`src/rtl/pan_tilt_servo_slew_positioner_unit_defines.svh`:
```
// Assertion macros used by the pan/tilt positioner core RTL
`ifndef PAN_TILT_SERVO_SLEW_POSITIONER_UNIT_DEFINES_SVH
`define PAN_TILT_SERVO_SLEW_POSITIONER_UNIT_DEFINES_SVH

`ifndef SYNTH
`define PTSSP_ASSERT_IMPL(lbl, clk, rstn, ante, cons) \
  lbl: assert property (@(posedge clk) disable iff (!rstn) (ante) |-> (cons)) \
    else $error("assertion failed");
`define PTSSP_ASSERT_NEXT(lbl, clk, rstn, ante, cons) \
  lbl: assert property (@(posedge clk) disable iff (!rstn) (ante) |=> (cons)) \
    else $error("assertion failed");
`else
`define PTSSP_ASSERT_IMPL(lbl, clk, rstn, ante, cons)
`define PTSSP_ASSERT_NEXT(lbl, clk, rstn, ante, cons)
`endif

`endif

```
`src/rtl/ptssp_pkg.sv`:
```
// Types and constants of the pan/tilt servo slew positioner
package ptssp_pkg;

  localparam int ANGLE_W  = 16;
  localparam int TICK_W   = 12;
  localparam int FIELD_W  = 12;
  localparam int SLOPE_W  = 16;
  localparam int SUM_W    = ANGLE_W + 1;
  localparam int PROD_W   = SLOPE_W + 1 + ANGLE_W;
  localparam int FRAC_SH  = 20;
  localparam int ACC_W    = PROD_W + 1;
  localparam int PADDR_W  = 5;
  localparam int PDATA_W  = 32;
  localparam int REG_IDX_W = 3;

  typedef enum logic [1:0] {
    OP_TICK = 2'd0,
    OP_SET  = 2'd1,
    OP_INC  = 2'd2,
    OP_EASE = 2'd3
  } op_e;

  typedef enum logic [1:0] {
    ST_OK         = 2'd0,
    ST_PAN_RANGE  = 2'd1,
    ST_TILT_RANGE = 2'd2
  } status_e;

  typedef enum logic [REG_IDX_W-1:0] {
    REG_MIN_ANGLE   = 3'd0,
    REG_MAX_ANGLE   = 3'd1,
    REG_DEADZONE    = 3'd2,
    REG_STEP_SIZE   = 3'd3,
    REG_PAN_SLOPE   = 3'd4,
    REG_PAN_OFFSET  = 3'd5,
    REG_TILT_SLOPE  = 3'd6,
    REG_TILT_OFFSET = 3'd7
  } reg_e;

  typedef struct packed {
    logic signed [ANGLE_W-1:0] min_angle;
    logic signed [ANGLE_W-1:0] max_angle;
    logic [FIELD_W-1:0]        deadzone;
    logic [FIELD_W-1:0]        step_size;
    logic [SLOPE_W-1:0]        pan_slope;
    logic [TICK_W-1:0]         pan_offset;
    logic [SLOPE_W-1:0]        tilt_slope;
    logic [TICK_W-1:0]         tilt_offset;
  } cfg_t;

  localparam cfg_t CFG_RESET = '{
    min_angle:   16'sd0,
    max_angle:   16'sd12868,
    deadzone:    12'd123,
    step_size:   12'd21,
    pan_slope:   16'd16640,
    pan_offset:  12'd205,
    tilt_slope:  16'd16640,
    tilt_offset: 12'd205
  };

  typedef struct packed {
    logic signed [ANGLE_W-1:0] pan_angle;
    logic signed [ANGLE_W-1:0] tilt_angle;
    status_e                   status;
    logic                      easing;
  } upd_t;

endpackage

```
`src/rtl/ptssp_if.sv`:
```
// Command and result channel interfaces
interface ptssp_cmd_if;
  logic                                         valid;
  logic                                         ready;
  logic [1:0]                                   op;
  logic signed [ptssp_pkg::ANGLE_W-1:0]         pan_value;
  logic signed [ptssp_pkg::ANGLE_W-1:0]         tilt_value;

  modport source (output valid, op, pan_value, tilt_value, input ready);
  modport sink   (input valid, op, pan_value, tilt_value, output ready);
endinterface

interface ptssp_res_if;
  logic                                         valid;
  logic                                         ready;
  logic [ptssp_pkg::TICK_W-1:0]                 pan_ticks;
  logic [ptssp_pkg::TICK_W-1:0]                 tilt_ticks;
  logic [1:0]                                   status;
  logic                                         easing;
  logic signed [ptssp_pkg::ANGLE_W-1:0]         pan_angle;
  logic signed [ptssp_pkg::ANGLE_W-1:0]         tilt_angle;

  modport source (output valid, pan_ticks, tilt_ticks, status, easing, pan_angle,
                  tilt_angle, input ready);
  modport sink   (input valid, pan_ticks, tilt_ticks, status, easing, pan_angle,
                  tilt_angle, output ready);
endinterface

```
`src/rtl/ptssp_apb_regs.sv`:
```
// APB configuration register file
module ptssp_apb_regs (
  input  logic                             clk_i,
  input  logic                             rst_ni,
  input  logic                             psel_i,
  input  logic                             penable_i,
  input  logic                             pwrite_i,
  input  logic [ptssp_pkg::PADDR_W-1:0]    paddr_i,
  input  logic [ptssp_pkg::PDATA_W-1:0]    pwdata_i,
  output logic [ptssp_pkg::PDATA_W-1:0]    prdata_o,
  output logic                             pready_o,
  output ptssp_pkg::cfg_t                  cfg_o
);

  ptssp_pkg::cfg_t  cfg_q, cfg_d;
  ptssp_pkg::reg_e  idx;
  logic             wr_en;

  assign idx      = ptssp_pkg::reg_e'(paddr_i[ptssp_pkg::PADDR_W-1:2]);
  assign wr_en    = psel_i && penable_i && pwrite_i;
  assign pready_o = 1'b1;
  assign cfg_o    = cfg_q;

  always_comb begin
    cfg_d = cfg_q;
    if (wr_en) begin
      unique case (idx)
        ptssp_pkg::REG_MIN_ANGLE:   cfg_d.min_angle   = pwdata_i[ptssp_pkg::ANGLE_W-1:0];
        ptssp_pkg::REG_MAX_ANGLE:   cfg_d.max_angle   = pwdata_i[ptssp_pkg::ANGLE_W-1:0];
        ptssp_pkg::REG_DEADZONE:    cfg_d.deadzone    = pwdata_i[ptssp_pkg::FIELD_W-1:0];
        ptssp_pkg::REG_STEP_SIZE:   cfg_d.step_size   = pwdata_i[ptssp_pkg::FIELD_W-1:0];
        ptssp_pkg::REG_PAN_SLOPE:   cfg_d.pan_slope   = pwdata_i[ptssp_pkg::SLOPE_W-1:0];
        ptssp_pkg::REG_PAN_OFFSET:  cfg_d.pan_offset  = pwdata_i[ptssp_pkg::TICK_W-1:0];
        ptssp_pkg::REG_TILT_SLOPE:  cfg_d.tilt_slope  = pwdata_i[ptssp_pkg::SLOPE_W-1:0];
        ptssp_pkg::REG_TILT_OFFSET: cfg_d.tilt_offset = pwdata_i[ptssp_pkg::TICK_W-1:0];
      endcase
    end
  end

  always_comb begin
    unique case (idx)
      ptssp_pkg::REG_MIN_ANGLE:   prdata_o = ptssp_pkg::PDATA_W'($unsigned(cfg_q.min_angle));
      ptssp_pkg::REG_MAX_ANGLE:   prdata_o = ptssp_pkg::PDATA_W'($unsigned(cfg_q.max_angle));
      ptssp_pkg::REG_DEADZONE:    prdata_o = ptssp_pkg::PDATA_W'(cfg_q.deadzone);
      ptssp_pkg::REG_STEP_SIZE:   prdata_o = ptssp_pkg::PDATA_W'(cfg_q.step_size);
      ptssp_pkg::REG_PAN_SLOPE:   prdata_o = ptssp_pkg::PDATA_W'(cfg_q.pan_slope);
      ptssp_pkg::REG_PAN_OFFSET:  prdata_o = ptssp_pkg::PDATA_W'(cfg_q.pan_offset);
      ptssp_pkg::REG_TILT_SLOPE:  prdata_o = ptssp_pkg::PDATA_W'(cfg_q.tilt_slope);
      ptssp_pkg::REG_TILT_OFFSET: prdata_o = ptssp_pkg::PDATA_W'(cfg_q.tilt_offset);
    endcase
  end

  always_ff @(posedge clk_i or negedge rst_ni) begin
    if (!rst_ni) begin
      cfg_q <= ptssp_pkg::CFG_RESET;
    end else begin
      cfg_q <= cfg_d;
    end
  end

endmodule

```
`src/rtl/ptssp_core.sv`:
```
// Command input register and positioner state update stage
`include "pan_tilt_servo_slew_positioner_unit_defines.svh"

module ptssp_core (
  input  logic              clk_i,
  input  logic              rst_ni,
  ptssp_cmd_if.sink         cmd,
  input  ptssp_pkg::cfg_t   cfg_i,
  output ptssp_pkg::upd_t   upd_o,
  output logic              upd_valid_o,
  input  logic              upd_ready_i
);

  localparam int AW = ptssp_pkg::ANGLE_W;
  localparam int SW = ptssp_pkg::SUM_W;
  localparam int FW = ptssp_pkg::FIELD_W;

  function automatic logic signed [SW-1:0] sx(input logic signed [AW-1:0] v);
    sx = $signed({v[AW-1], v});
  endfunction

  function automatic logic in_lim(input logic signed [SW-1:0] v,
                                  input logic signed [AW-1:0] lo,
                                  input logic signed [AW-1:0] hi);
    in_lim = (v >= sx(lo)) && (v <= sx(hi));
  endfunction

  function automatic ptssp_pkg::status_e chk(input logic signed [SW-1:0] p,
                                             input logic signed [SW-1:0] t,
                                             input logic signed [AW-1:0] lo,
                                             input logic signed [AW-1:0] hi);
    if (!in_lim(p, lo, hi)) begin
      chk = ptssp_pkg::ST_PAN_RANGE;
    end else if (!in_lim(t, lo, hi)) begin
      chk = ptssp_pkg::ST_TILT_RANGE;
    end else begin
      chk = ptssp_pkg::ST_OK;
    end
  endfunction

  // input register
  logic                     a_vld_q;
  ptssp_pkg::op_e           a_op_q;
  logic signed [AW-1:0]     a_pan_q, a_tilt_q;
  logic                     a_fire, a_adv, b_adv;

  // positioner state
  logic                     b_vld_q;
  logic signed [AW-1:0]     cur_pan_q, cur_pan_d, cur_tilt_q, cur_tilt_d;
  logic signed [AW-1:0]     tgt_pan_q, tgt_pan_d, tgt_tilt_q, tgt_tilt_d;
  logic                     dir_pan_q, dir_pan_d, dir_tilt_q, dir_tilt_d;
  logic                     ease_q, ease_d;
  ptssp_pkg::status_e       status_q, status_d;

  logic signed [SW-1:0]     step_x, dz_x, np_tick, nt_tick, np_cmd, nt_cmd;
  logic                     at_p, at_t;
  ptssp_pkg::status_e       st_tick, st_cmd, st_ease;

  assign b_adv     = !b_vld_q || upd_ready_i;
  assign a_fire    = a_vld_q && b_adv;
  assign a_adv     = !a_vld_q || a_fire;
  assign cmd.ready = a_adv;

  assign upd_valid_o      = b_vld_q;
  assign upd_o.pan_angle  = cur_pan_q;
  assign upd_o.tilt_angle = cur_tilt_q;
  assign upd_o.status     = status_q;
  assign upd_o.easing     = ease_q;

  always_comb begin
    step_x = $signed({1'b0, {(SW-FW-1){1'b0}}, cfg_i.step_size});
    dz_x   = $signed({1'b0, {(SW-FW-1){1'b0}}, cfg_i.deadzone});
    at_p   = (sx(cur_pan_q) >= sx(tgt_pan_q) - dz_x) &&
             (sx(cur_pan_q) <= sx(tgt_pan_q) + dz_x);
    at_t   = (sx(cur_tilt_q) >= sx(tgt_tilt_q) - dz_x) &&
             (sx(cur_tilt_q) <= sx(tgt_tilt_q) + dz_x);
    np_tick = sx(cur_pan_q);
    nt_tick = sx(cur_tilt_q);
    if (!at_p) begin
      np_tick = dir_pan_q ? sx(cur_pan_q) + step_x : sx(cur_pan_q) - step_x;
    end
    if (!at_t) begin
      nt_tick = dir_tilt_q ? sx(cur_tilt_q) + step_x : sx(cur_tilt_q) - step_x;
    end
    np_cmd  = (a_op_q == ptssp_pkg::OP_INC) ? sx(cur_pan_q) + sx(a_pan_q) : sx(a_pan_q);
    nt_cmd  = (a_op_q == ptssp_pkg::OP_INC) ? sx(cur_tilt_q) + sx(a_tilt_q) : sx(a_tilt_q);
    st_tick = chk(np_tick, nt_tick, cfg_i.min_angle, cfg_i.max_angle);
    st_cmd  = chk(np_cmd, nt_cmd, cfg_i.min_angle, cfg_i.max_angle);
    st_ease = chk(sx(a_pan_q), sx(a_tilt_q), cfg_i.min_angle, cfg_i.max_angle);
  end

  always_comb begin
    cur_pan_d  = cur_pan_q;
    cur_tilt_d = cur_tilt_q;
    tgt_pan_d  = tgt_pan_q;
    tgt_tilt_d = tgt_tilt_q;
    dir_pan_d  = dir_pan_q;
    dir_tilt_d = dir_tilt_q;
    ease_d     = ease_q;
    status_d   = ptssp_pkg::ST_OK;
    unique case (a_op_q) inside
      ptssp_pkg::OP_TICK: begin
        if (ease_q) begin
          status_d = st_tick;
          if (st_tick == ptssp_pkg::ST_OK) begin
            cur_pan_d  = np_tick[AW-1:0];
            cur_tilt_d = nt_tick[AW-1:0];
          end
          if (st_tick != ptssp_pkg::ST_OK || (at_p && at_t)) begin
            ease_d = 1'b0;
          end
        end
      end
      ptssp_pkg::OP_EASE: begin
        ease_d   = 1'b0;
        status_d = st_ease;
        if (st_ease == ptssp_pkg::ST_OK) begin
          tgt_pan_d  = a_pan_q;
          tgt_tilt_d = a_tilt_q;
          dir_pan_d  = a_pan_q > cur_pan_q;
          dir_tilt_d = a_tilt_q > cur_tilt_q;
          ease_d     = 1'b1;
        end
      end
      ptssp_pkg::OP_SET, ptssp_pkg::OP_INC: begin
        ease_d   = 1'b0;
        status_d = st_cmd;
        if (st_cmd == ptssp_pkg::ST_OK) begin
          cur_pan_d  = np_cmd[AW-1:0];
          cur_tilt_d = nt_cmd[AW-1:0];
        end
      end
    endcase
  end

  always_ff @(posedge clk_i or negedge rst_ni) begin
    if (!rst_ni) begin
      a_vld_q    <= 1'b0;
      b_vld_q    <= 1'b0;
      cur_pan_q  <= '0;
      cur_tilt_q <= '0;
      tgt_pan_q  <= '0;
      tgt_tilt_q <= '0;
      dir_pan_q  <= 1'b0;
      dir_tilt_q <= 1'b0;
      ease_q     <= 1'b0;
    end else begin
      if (a_adv) begin
        a_vld_q <= cmd.valid;
      end
      if (b_adv) begin
        b_vld_q <= a_vld_q;
      end
      if (a_fire) begin
        cur_pan_q  <= cur_pan_d;
        cur_tilt_q <= cur_tilt_d;
        tgt_pan_q  <= tgt_pan_d;
        tgt_tilt_q <= tgt_tilt_d;
        dir_pan_q  <= dir_pan_d;
        dir_tilt_q <= dir_tilt_d;
        ease_q     <= ease_d;
      end
    end
  end

  always_ff @(posedge clk_i) begin
    if (a_adv && cmd.valid) begin
      a_op_q   <= ptssp_pkg::op_e'(cmd.op);
      a_pan_q  <= cmd.pan_value;
      a_tilt_q <= cmd.tilt_value;
    end
    if (a_fire) begin
      status_q <= status_d;
    end
  end

  `PTSSP_ASSERT_NEXT(a_fail_keeps_angles, clk_i, rst_ni,
                     a_fire && status_d != ptssp_pkg::ST_OK,
                     $stable(cur_pan_q) && $stable(cur_tilt_q))
  `PTSSP_ASSERT_NEXT(a_idle_tick_keeps, clk_i, rst_ni,
                     a_fire && a_op_q == ptssp_pkg::OP_TICK && !ease_q,
                     $stable(cur_pan_q) && $stable(cur_tilt_q) && !ease_q)
  `PTSSP_ASSERT_IMPL(a_ease_from_cmd, clk_i, rst_ni, $rose(ease_q),
                     $past(a_fire && a_op_q == ptssp_pkg::OP_EASE))
  `PTSSP_ASSERT_NEXT(a_stall_keeps, clk_i, rst_ni, b_vld_q && !upd_ready_i,
                     $stable(cur_pan_q) && $stable(cur_tilt_q) && $stable(ease_q))

endmodule

```
`src/rtl/ptssp_ticks.sv`:
```
// PWM compare value stage and result register
module ptssp_ticks (
  input  logic              clk_i,
  input  logic              rst_ni,
  input  ptssp_pkg::upd_t   upd_i,
  input  logic              upd_valid_i,
  output logic              upd_ready_o,
  input  ptssp_pkg::cfg_t   cfg_i,
  ptssp_res_if.source       res
);

  localparam int AW  = ptssp_pkg::ANGLE_W;
  localparam int TW  = ptssp_pkg::TICK_W;
  localparam int PW  = ptssp_pkg::PROD_W;
  localparam int CW  = ptssp_pkg::ACC_W;
  localparam int SH  = ptssp_pkg::FRAC_SH;
  localparam int QW  = CW - SH;

  function automatic logic [TW-1:0] to_ticks(input logic signed [AW-1:0] ang,
                                              input logic [ptssp_pkg::SLOPE_W-1:0] slope,
                                              input logic [TW-1:0] offset);
    logic signed [PW-1:0] prod;
    logic signed [CW-1:0] acc;
    logic [QW-1:0]        whole;
    prod  = $signed({1'b0, slope}) * ang;
    acc   = $signed({{(CW-TW-SH){1'b0}}, offset, {SH{1'b0}}}) + $signed({prod[PW-1], prod});
    whole = acc[CW-1:SH];
    if (acc[CW-1]) begin
      to_ticks = '0;
    end else if (|whole[QW-1:TW]) begin
      to_ticks = '1;
    end else begin
      to_ticks = whole[TW-1:0];
    end
  endfunction

  logic out_vld_q, out_adv;

  assign out_adv     = !out_vld_q || res.ready;
  assign upd_ready_o = out_adv;
  assign res.valid   = out_vld_q;

  always_ff @(posedge clk_i or negedge rst_ni) begin
    if (!rst_ni) begin
      out_vld_q <= 1'b0;
    end else if (out_adv) begin
      out_vld_q <= upd_valid_i;
    end
  end

  always_ff @(posedge clk_i) begin
    if (out_adv && upd_valid_i) begin
      res.pan_ticks  <= to_ticks(upd_i.pan_angle, cfg_i.pan_slope, cfg_i.pan_offset);
      res.tilt_ticks <= to_ticks(upd_i.tilt_angle, cfg_i.tilt_slope, cfg_i.tilt_offset);
      res.status     <= upd_i.status;
      res.easing     <= upd_i.easing;
      res.pan_angle  <= upd_i.pan_angle;
      res.tilt_angle <= upd_i.tilt_angle;
    end
  end

endmodule

```
`src/rtl/pan_tilt_servo_slew_positioner_unit.sv`:
```
// Top level of the pan/tilt servo slew positioner
//
//   channel  dir  handshake        payload
//   cmd      in   valid/ready      op, pan_value, tilt_value
//   res      out  valid/ready      pan_ticks, tilt_ticks, status, easing,
//                                  pan_angle, tilt_angle
//   apb      in   psel/penable     paddr, pwdata, prdata (pready tied high)
//
// One transaction per cycle sustained while res.ready stays high; a result
// passes the input register, state update and tick register in turn.
// Reset clears the angles, targets, directions and ease flag, and loads the
// register defaults. With res.ready low up to three transactions are held
// in the stages before cmd.ready drops.
module pan_tilt_servo_slew_positioner_unit (
  input  logic                           clk_i,
  input  logic                           rst_ni,
  ptssp_cmd_if.sink                      cmd,
  ptssp_res_if.source                    res,
  input  logic                           psel,
  input  logic                           penable,
  input  logic                           pwrite,
  input  logic [ptssp_pkg::PADDR_W-1:0]  paddr,
  input  logic [ptssp_pkg::PDATA_W-1:0]  pwdata,
  output logic [ptssp_pkg::PDATA_W-1:0]  prdata,
  output logic                           pready
);

  ptssp_pkg::cfg_t cfg;
  ptssp_pkg::upd_t upd;
  logic            upd_valid, upd_ready;

  ptssp_apb_regs u_regs (
    .clk_i     (clk_i),
    .rst_ni    (rst_ni),
    .psel_i    (psel),
    .penable_i (penable),
    .pwrite_i  (pwrite),
    .paddr_i   (paddr),
    .pwdata_i  (pwdata),
    .prdata_o  (prdata),
    .pready_o  (pready),
    .cfg_o     (cfg)
  );

  ptssp_core u_core (
    .clk_i       (clk_i),
    .rst_ni      (rst_ni),
    .cmd         (cmd),
    .cfg_i       (cfg),
    .upd_o       (upd),
    .upd_valid_o (upd_valid),
    .upd_ready_i (upd_ready)
  );

  ptssp_ticks u_ticks (
    .clk_i       (clk_i),
    .rst_ni      (rst_ni),
    .upd_i       (upd),
    .upd_valid_i (upd_valid),
    .upd_ready_o (upd_ready),
    .cfg_i       (cfg),
    .res         (res)
  );

endmodule
```
`src/flat_wrapper.sv`:
```
// flat-port wrapper written by rule: the top's interface ports become plain ports
module pan_tilt_servo_slew_positioner_unit_flat 
  (clk_i, rst_ni, psel, penable, pwrite, paddr, pwdata, prdata, pready, cmd_valid, cmd_op, cmd_pan_value, cmd_tilt_value, cmd_ready, res_valid, res_pan_ticks, res_tilt_ticks, res_status, res_easing, res_pan_angle, res_tilt_angle, res_ready);
  ptssp_cmd_if cmd_i ();
  ptssp_res_if res_i ();
  input  logic clk_i;
  input  logic rst_ni;
  input  logic psel;
  input  logic penable;
  input  logic pwrite;
  input  logic [ptssp_pkg::PADDR_W-1:0] paddr;
  input  logic [ptssp_pkg::PDATA_W-1:0] pwdata;
  output logic [ptssp_pkg::PDATA_W-1:0] prdata;
  output logic pready;
  input wire logic [$bits(cmd_i.valid)-1:0] cmd_valid;
  input wire logic [$bits(cmd_i.op)-1:0] cmd_op;
  input wire logic [$bits(cmd_i.pan_value)-1:0] cmd_pan_value;
  input wire logic [$bits(cmd_i.tilt_value)-1:0] cmd_tilt_value;
  output wire logic [$bits(cmd_i.ready)-1:0] cmd_ready;
  output wire logic [$bits(res_i.valid)-1:0] res_valid;
  output wire logic [$bits(res_i.pan_ticks)-1:0] res_pan_ticks;
  output wire logic [$bits(res_i.tilt_ticks)-1:0] res_tilt_ticks;
  output wire logic [$bits(res_i.status)-1:0] res_status;
  output wire logic [$bits(res_i.easing)-1:0] res_easing;
  output wire logic [$bits(res_i.pan_angle)-1:0] res_pan_angle;
  output wire logic [$bits(res_i.tilt_angle)-1:0] res_tilt_angle;
  input wire logic [$bits(res_i.ready)-1:0] res_ready;
  assign cmd_i.valid = cmd_valid;
  assign cmd_i.op = cmd_op;
  assign cmd_i.pan_value = cmd_pan_value;
  assign cmd_i.tilt_value = cmd_tilt_value;
  assign cmd_ready = cmd_i.ready;
  assign res_valid = res_i.valid;
  assign res_pan_ticks = res_i.pan_ticks;
  assign res_tilt_ticks = res_i.tilt_ticks;
  assign res_status = res_i.status;
  assign res_easing = res_i.easing;
  assign res_pan_angle = res_i.pan_angle;
  assign res_tilt_angle = res_i.tilt_angle;
  assign res_i.ready = res_ready;
  pan_tilt_servo_slew_positioner_unit u_core (.clk_i(clk_i), .rst_ni(rst_ni), .cmd(cmd_i), .res(res_i), .psel(psel), .penable(penable), .pwrite(pwrite), .paddr(paddr), .pwdata(pwdata), .prdata(prdata), .pready(pready));
endmodule
```
`config.mk`:
```
export PLATFORM = sky130hd
export DESIGN_NAME = pan_tilt_servo_slew_positioner_unit_flat
export DESIGN_NICKNAME = d
export VERILOG_FILES = /design/src/rtl/ptssp_pkg.sv /design/src/rtl/ptssp_if.sv /design/src/rtl/ptssp_apb_regs.sv /design/src/rtl/ptssp_core.sv /design/src/rtl/ptssp_ticks.sv /design/src/rtl/pan_tilt_servo_slew_positioner_unit.sv /design/src/flat_wrapper.sv
export VERILOG_INCLUDE_DIRS = /design/src /design/src/rtl
export SDC_FILE = /design/constraint.sdc
export NUM_CORES = 2
export LEC_CHECK = 0
export BUFFER_PORTS_ARGS = -buffer_cell sky130_fd_sc_hd__buf_2
export CAP_MARGIN = 10
export CORE_ASPECT_RATIO = 1.5
export CORE_MARGIN = 2
export CORE_UTILIZATION = 30
export CTS_BUF_LIST = sky130_fd_sc_hd__clkbuf_4 sky130_fd_sc_hd__clkbuf_8
export DETAILED_ROUTE_END_ITERATION = 16
export PLACE_DENSITY = 0.54
export RECOVER_POWER = 100
export SLEW_MARGIN = 25
export SYNTH_ARGS = -nofsm -noshare
export SYNTH_HDL_FRONTEND = slang
export SYNTH_SLANG_ARGS = --single-unit
```
`constraint.sdc`:
```
create_clock -name clk_i -period 7.9 [get_ports clk_i]
set_input_delay 0.395 -clock clk_i [delete_from_list [all_inputs] [get_ports clk_i]]
set_output_delay 0.395 -clock clk_i [all_outputs]
set_load 0.005 [all_outputs]
```
# Word level (Yosys, flattened, before mapping)
# Cells that the tools add are included.
dict set report op_classes {
  n_addsub 12
  multipliers 2
  n_div 0
  n_lt_le_gt_ge 18
  n_eq_ne 13
  n_shift 0
  mux 29
  bitwise 0
  reduce_logical 41
}
# operator count
set op_table {}
lappend op_table {{32-bit case mux with 8 select lines} 1}
lappend op_table {{17-bit two-way mux} 6}
lappend op_table {{16-bit two-way mux} 6}
lappend op_table {{16-bit by 13-bit adder with 17-bit output} 4}
lappend op_table {{33-bit by 33-bit adder with 34-bit output} 2}
lappend op_table {{17-bit by 16-bit greater-or-equal comparator with 1-bit output} 4}
lappend op_table {{17-bit by 16-bit <= comparator with 1-bit output} 4}
lappend op_table {{16-bit by 13-bit subtractor with 17-bit output} 4}
lappend op_table {{17-bit by 16-bit multiplier with 33-bit output} 2}
lappend op_table {{16-bit case mux with 2 select lines} 2}
lappend op_table {{16-bit by 16-bit adder with 17-bit output} 2}
lappend op_table {{16-bit by 17-bit greater-or-equal comparator with 1-bit output} 2}
lappend op_table {{16-bit by 17-bit <= comparator with 1-bit output} 2}
lappend op_table {{16-bit greater-or-equal comparator} 2}
lappend op_table {{16-bit greater-than comparator} 2}
lappend op_table {{16-bit <= comparator} 2}
lappend op_table {{12-bit two-way mux} 2}
lappend op_table {{2-bit AND reduction} 8}
lappend op_table {{1-bit logical AND} 14}
lappend op_table {{2-bit two-way mux} 7}
lappend op_table {{3-bit equality test, second input constant} 4}
lappend op_table {{2-bit zero test} 4}
lappend op_table {{3-bit by 2-bit equality test with 1-bit output, second input constant} 2}
lappend op_table {{2-bit case mux with 3 select lines} 1}
lappend op_table {{14 further kinds} 26}
dict set report totals {
  ff_bits 277
  latch_bits 0
  ramBits 0
  romBits 0
  input_bits 78
  out_inout_bits 94
  wordCells 143
  mem_count 0
}

# Longest topological paths before layout
dict set report logic_depth {
  word_depth 13
  ltp_mapped 37
  ltp_nobuf 34
}

# Modules after synthesis
# Synthesis repeated with hierarchy kept, for this count alone.
dict set report hier_totals {
  cells_unflattened 4520
  area_unflattened_um2 41969.0
}
# module n_inst cells_per_inst area_each_um2 seq_area_each_um2
set by_module_without_submodules {}
lappend by_module_without_submodules {ptssp_ticks 1 2090 19411.1 1796.7}
lappend by_module_without_submodules {ptssp_core 1 2032 17246.5 2807.7}
lappend by_module_without_submodules {ptssp_apb_regs 1 398 5311.3 2837.7}

# Least setup slack after synthesis
# No wires, ideal clock.
dict set report synth_timing {
  kind {reg-to-reg}
  from {reg u_core.u_regs.cfg_q, in the netlist u_core.u_regs.cfg_o[69]}
  to {reg u_core.u_core.cur_tilt_q[9]}
  setup_ns 0.140
  arrival_time_ns 6.944
  required_ns 7.760
  path_slack_ns 0.816
  stages_incl_launch_ff 35
  period_less_slack_ns 7.084
  path_cell_list {dfstp_2 inv_1 ha_1 nor2b_1 o21ai_1 a21boi_0 o21ai_1 a21oi_1 o21ai_0 nand2b_1 a41oi_1 a31oi_1 xor2_1 ha_1 a211o_1 o311ai_1 a21oi_1 o221ai_1 a21oi_1 o21bai_1 clkbuf_1 o21ai_0 ha_1 nand4_1 or4_1 o32ai_1 mux2_1 a31oi_1 a221o_1 o32a_1 nor2_4 buf_6 buf_6 mux2i_1 o311ai_1}
}
dict set report synth_via {
  elab_chain_cells 11
  elab_cells_between_ends 26
  classes_between {4 x add/sub; 8 x order compare; 1 x eq/ne; 7 x mux; 6 x reduce/logical}
}
# element line
set synth_rtl {}
lappend synth_rtl {{start, declared} ptssp_apb_regs.sv:15} ;# ptssp_pkg::cfg_t cfg_q, cfg_d;
lappend synth_rtl {{start signal, assigned} ptssp_apb_regs.sv:55} ;# cfg_q <= ptssp_pkg::CFG_RESET;
lappend synth_rtl {{start signal, assigned} ptssp_apb_regs.sv:57} ;# cfg_q <= cfg_d;
lappend synth_rtl {{16-bit by 13-bit subtractor with 17-bit output or 16-bit by 13-bit adder with 17-bit output (tied branches)} {ptssp_core.sv:75, ptssp_core.sv:76}}
lappend synth_rtl {{16-bit by 17-bit greater-or-equal comparator with 1-bit output or 16-bit by 17-bit <= comparator with 1-bit output (tied branches)} {ptssp_core.sv:75, ptssp_core.sv:76}}
lappend synth_rtl {{1-bit logical AND} ptssp_core.sv:75} ;# at_t = (sx(cur_tilt_q) >= sx(tgt_tilt_q) - dz_x) &&
lappend synth_rtl {{17-bit two-way mux} ptssp_core.sv:82} ;# if (!at_t) begin
lappend synth_rtl {{17-bit by 16-bit greater-or-equal comparator with 1-bit output or 17-bit by 16-bit <= comparator with 1-bit output (tied branches)} ptssp_core.sv:25} ;# in_lim = (v >= sx(lo)) && (v <= sx(hi));
lappend synth_rtl {{1-bit logical AND} ptssp_core.sv:25}
lappend synth_rtl {{2-bit two-way mux} ptssp_core.sv:34} ;# end else if (!in_lim(t, lo, hi)) begin
lappend synth_rtl {{2-bit two-way mux} ptssp_core.sv:32} ;# if (!in_lim(p, lo, hi)) begin
lappend synth_rtl {{2-bit zero test} ptssp_core.sv:105} ;# if (st_tick == ptssp_pkg::ST_OK) begin
lappend synth_rtl {{2-bit by 1-bit != test with 1-bit output (no line)} n/a}
lappend synth_rtl {{5-bit AND reduction (no line)} n/a}
lappend synth_rtl {{end signal, assigned} ptssp_core.sv:156} ;# cur_tilt_q <= cur_tilt_d;
lappend synth_rtl {{end, declared} ptssp_core.sv:49} ;# logic signed [AW-1:0] cur_pan_q, cur_pan_d, cur_tilt_q, cur_tilt_d;
# Several ways; a longest one is shown, not always the timed one. The select of a mux whose other input is x is not followed.
# A chain may end at the register's enable or synchronous reset.

# Worst setup path in the final report
dict set report layout_timing {
  from {reg u_core.u_core.cur_tilt_q[13]}
  to {reg u_core.u_ticks.res.tilt_ticks[4] (data pin)}
}
dict set report layout_via {
  elab_chain_cells 4
}
# element line
set layout_rtl {}
lappend layout_rtl {{17-bit by 16-bit multiplier with 33-bit output (*)} ptssp_ticks.sv:25} ;# prod = $signed({1'b0, slope}) * ang;
lappend layout_rtl {{33-bit by 33-bit adder with 34-bit output (*)} ptssp_ticks.sv:26} ;# acc = $signed({{(CW-TW-SH){1'b0}}, offset, {SH{1'b0}}}) + $signed({prod[PW-1], prod});
lappend layout_rtl {{2-bit OR reduction} ptssp_ticks.sv:30} ;# end else if (|whole[QW-1:TW]) begin
lappend layout_rtl {{12-bit two-way mux} ptssp_ticks.sv:30}
lappend layout_rtl {{end signal, assigned} ptssp_ticks.sv:54} ;# res.tilt_ticks <= to_ticks(upd_i.tilt_angle, cfg_i.tilt_slope, cfg_i.tilt_offset);
lappend layout_rtl {{end, declared} ptssp_if.sv:23} ;# modport source (output valid, pan_ticks, tilt_ticks, status, easing, pan_angle,
# Every way passes the cells marked *; elsewhere a longest branch is shown, timed or not.

==> flow_summary.toml <==
[yosys]
synth_top_area_share = 0.2040
ys_types = 90
synthCells = 4523
synthMuxAreaShare = 0.03886
synth_compound_area_frac = 0.1209
synthAdderAreaFrac = 0.4007
postSynthAreaPerCell_um2 = 9.070
synth-simple-area-share = 0.1414
synth_edf_count = 95
ys_warn_count = 0
async_flop_share = 0.6570
yosysTopAreaCell = "fa_1"
netlist_area_mm2 = 0.04102
synth_top_family_by_area = "adder cells"
yosys_most_used_dff = "dfrtp_1"
synth_xor_area_frac = 0.03203
ys_seq_area_frac = 0.1814
synth-seq-cells = 277
synth_area_leaders = "fa_1 (20%), ha_1 (20%), dfrtp_1 (9.4%), edfxtp_1 (7.0%), inv_1 (6.4%)"

[clocking]
cts_num_sinks = 277
htreeDepth = 2
path_clk_slew_ns = 0.06
cts.root.buffer_cell = "clkbuf_8"
worstSkewPairLatency_ns = 0.75
clockBufferDepth = 3
cts_tree = "yes"
cts_inserted_buffers = 49

[route]
m1WireLength_mm = 56.60
via_per_inst = 5.089
dr_wl_met2_mm = 73.78
vias = 33120
drt_iter0_markers = 2092
drc_errors = 0
wl_per_cell_um = 22.51
drt_wl_total_mm = 146.5
wl_met3_mm = 6.859
topRoutingLayerUsed = "met5"
first_pass_iters = 5
ant_nets = 0

[worst_setup_path]
worstPathMaxFanout = 16
end_kind = "register"
start_kind = "register"
critical_path_class = "register to register"
arrival_ns = 8.24
required_ns = 8.50

[finish]
layout-drive-gt1-share = 0.08354
area.growth.synth_to_final_pct = 11.32
fin_util = 0.3357
final_nets = 5841

[grt]
overflow = 0
grt_max_degree = 70
grt_pass1_wl_mm = 218.3
grt_pass1_vias = 34890
antenna_found_initial = 11
grt_util_all_layers = 0.2089

[timing]
setup_viol = 0
slew_violations = 374
fin_tns_setup_ns = 0
hold_slack_ns = 0.05045
finalCritPeriodShare = 0.9665
fmax_mhz = 131.0
hold_violations = 0
max-slew-margin-rel = -1.517
finalClockSkew_ns = 0.07071
period_needed_ns = 7.635
worst_pin_slew_ns = 3.776

[floorplanning]
initial_core_util = 0.3015
io_pins = 172
dieWidth_um = 305.9
die_h_um = 456.9
rows = 166
die_area_mm2 = 0.1398
coreArea_mm2 = 0.1360

[run]
drv_cap = 9

[worst_hold_path]
worst_hold_path_type = "primary input to register"

[outcome]
violations = "capacitance limit, slew limit"
status = "finished, violations left"

[place]
dp_hpwl_mm = 116.9
gp_congestion = 0.9497
numPortBuffers = 136
## sequential cells by signal (all words and copies together) (netlist names), 2 cells and up
| name | cells |
|---|---|
| u_core.u_core.status_q | 2 |
| u_core.u_core.a_pan_q | 16 |
| u_core.u_ticks.res.status | 2 |
| u_core.u_ticks.res.tilt_angle | 16 |
| u_core.u_regs.cfg_o | 112 |
| u_core.u_core.a_op_q | 2 |
| u_core.u_core.tgt_tilt_q | 16 |
| u_core.u_ticks.res.pan_angle | 16 |
| u_core.u_core.cur_pan_q | 16 |
| u_core.u_core.cur_tilt_q | 16 |
| u_core.u_ticks.res.tilt_ticks | 12 |
| u_core.u_core.a_tilt_q | 16 |
| u_core.u_core.tgt_pan_q | 16 |
| u_core.u_ticks.res.pan_ticks | 12 |
## worst paths after layout
kind,start,slack (ns),end,cells after the start
min in group asynchronous,rst_ni,1.56,u_core.u_core.cur_tilt_q[6],2
max,u_core.u_core.cur_tilt_q[13],0.26,u_core.u_ticks.res.tilt_ticks[4],22
max reg2reg,u_core.u_core.cur_tilt_q[13],0.26,u_core.u_ticks.res.tilt_ticks[4],22
min,pwdata[9],0.05,u_core.u_regs.cfg_o[89],3
max in group asynchronous,rst_ni,2.10,u_core.u_regs.cfg_o[53],3
min reg2reg,u_core.u_core.status_q[0],0.43,u_core.u_ticks.res.status[0],0
## worst max-delay path: stages, from the launching register on
cell,delay (ns)
dfrtp_1,0.60
clkbuf_1,1.12
nand2_1,0.18
fa_1,0.53
inv_1,0.07
fa_1,0.50
fa_1,0.51
fa_1,0.51
fa_1,0.49
ha_1,0.38
ha_1,0.36
nand4_1,0.14
nor2_1,0.16
a21oi_1,0.09
o211ai_1,0.09
a21oi_1,0.06
buf_4,0.18
o21ai_1,0.22
buf_4,0.17
nand3_1,0.09
a31oi_1,0.17
xor2_1,0.62
o41a_1,0.27
## repair_timing
item	in CTS	in global routing
endpoints found under the setup margin	1	32
gates cloned	0	1
hold buffers	43	0
resized for setup	1	23
pin swaps	0	6
buffers inserted	0	2
hold endpoints to repair	106	0
## cells in the mapped netlist, drive strengths merged (5+ instances only)
| cell type | count |
|---|---|
| nor3 | 42 |
| edfxtp | 95 |
| a31oi | 23 |
| xnor2 | 83 |
| a221oi | 21 |
| nand3b | 5 |
| nor4 | 12 |
| o31ai | 16 |
| a21o | 75 |
| dfstp | 28 |
| and3 | 7 |
| nand2b | 75 |
| dfrtp | 154 |
| mux2i | 22 |
| a2111oi | 6 |
| o21a | 27 |
| a311oi | 5 |
| o211ai | 15 |
| a21boi | 9 |
| inv | 697 |
| buf | 36 |
| fa | 418 |
| o21ai | 190 |
| nand4 | 47 |
| o311ai | 10 |
| or2 | 11 |
| nand3 | 67 |
| and2 | 181 |
| clkbuf | 163 |
| a211o | 12 |
| or3 | 18 |
| nand2 | 471 |
| a22o | 22 |
| o22ai | 12 |
| mux2 | 118 |
| xor2 | 67 |
| nor3b | 10 |
| nor2b | 45 |
| ha | 645 |
| a22oi | 10 |
| nor2 | 205 |
| a211oi | 19 |
| o21bai | 23 |
| a21oi | 243 |
## routing by layer
| layer | vias up | track usage |
|---|---|---|
| met5 | - | 0 |
| met4 | 4 | 0.1155 |
| met3 | 356 | 0.02522 |
| met2 | 990 | 0.3782 |
| met1 | 16400 | 0.2367 |
| li1 | 15370 | - |
## metrics by stage
step	area (um^2)	worst slack (ns)	cells
floorplan	41080	0.8161	4538
global placement	44140	0.08509	6367
detailed placement	44140	0.09949	6367
CTS	45770	0.09111	6501
global route	45660	-0.01283	6505
finish	45660	0.2649	6507
## cell type report
cell class | instances | area, um^2
tap | 1764 | 2207
timing repair buffer | 309 | 1902
antenna | 3 | 7.507
clock inverter | 19 | 279.0
inverter | 698 | 2623
sequential | 277 | 7442
fill | 14080 | 90380
multi-input combinational | 3365 | 30290
clock buffer | 72 | 909.6
## layout by cell type (no fill, tap or decap), types with 27 or more instances in the layout
master and count:
fa_1 418, nand2_1 470, dfrtp_1 154, nor2_1 203, dlygate4sd3_1 43, nor2b_1 45, ha_1 644, nand4_1 47
xor2_1 67, nor3_1 41, buf_2 66, buf_4 93, dfstp_2 28, clkbuf_1 99, xnor2_1 83, a21oi_1 243
nand2b_1 75, o21ai_0 129, nand3_1 67, o21ai_1 56, inv_1 696, mux2_2 73, edfxtp_1 95, mux2_1 45
clkbuf_8 59, a21o_1 75, and2_1 178, o21a_1 27
## cell families after synthesis
kind of cell,Yosys count
compound gates,783
flops,277
xor+xnor,150
buf+inv,897
mux,142
fa+ha+maj,1063
simple gates,1209
other cells,2
Power is not shown: default switching activity piles up to over one toggle a cycle in this logic, so the estimate is an artifact.
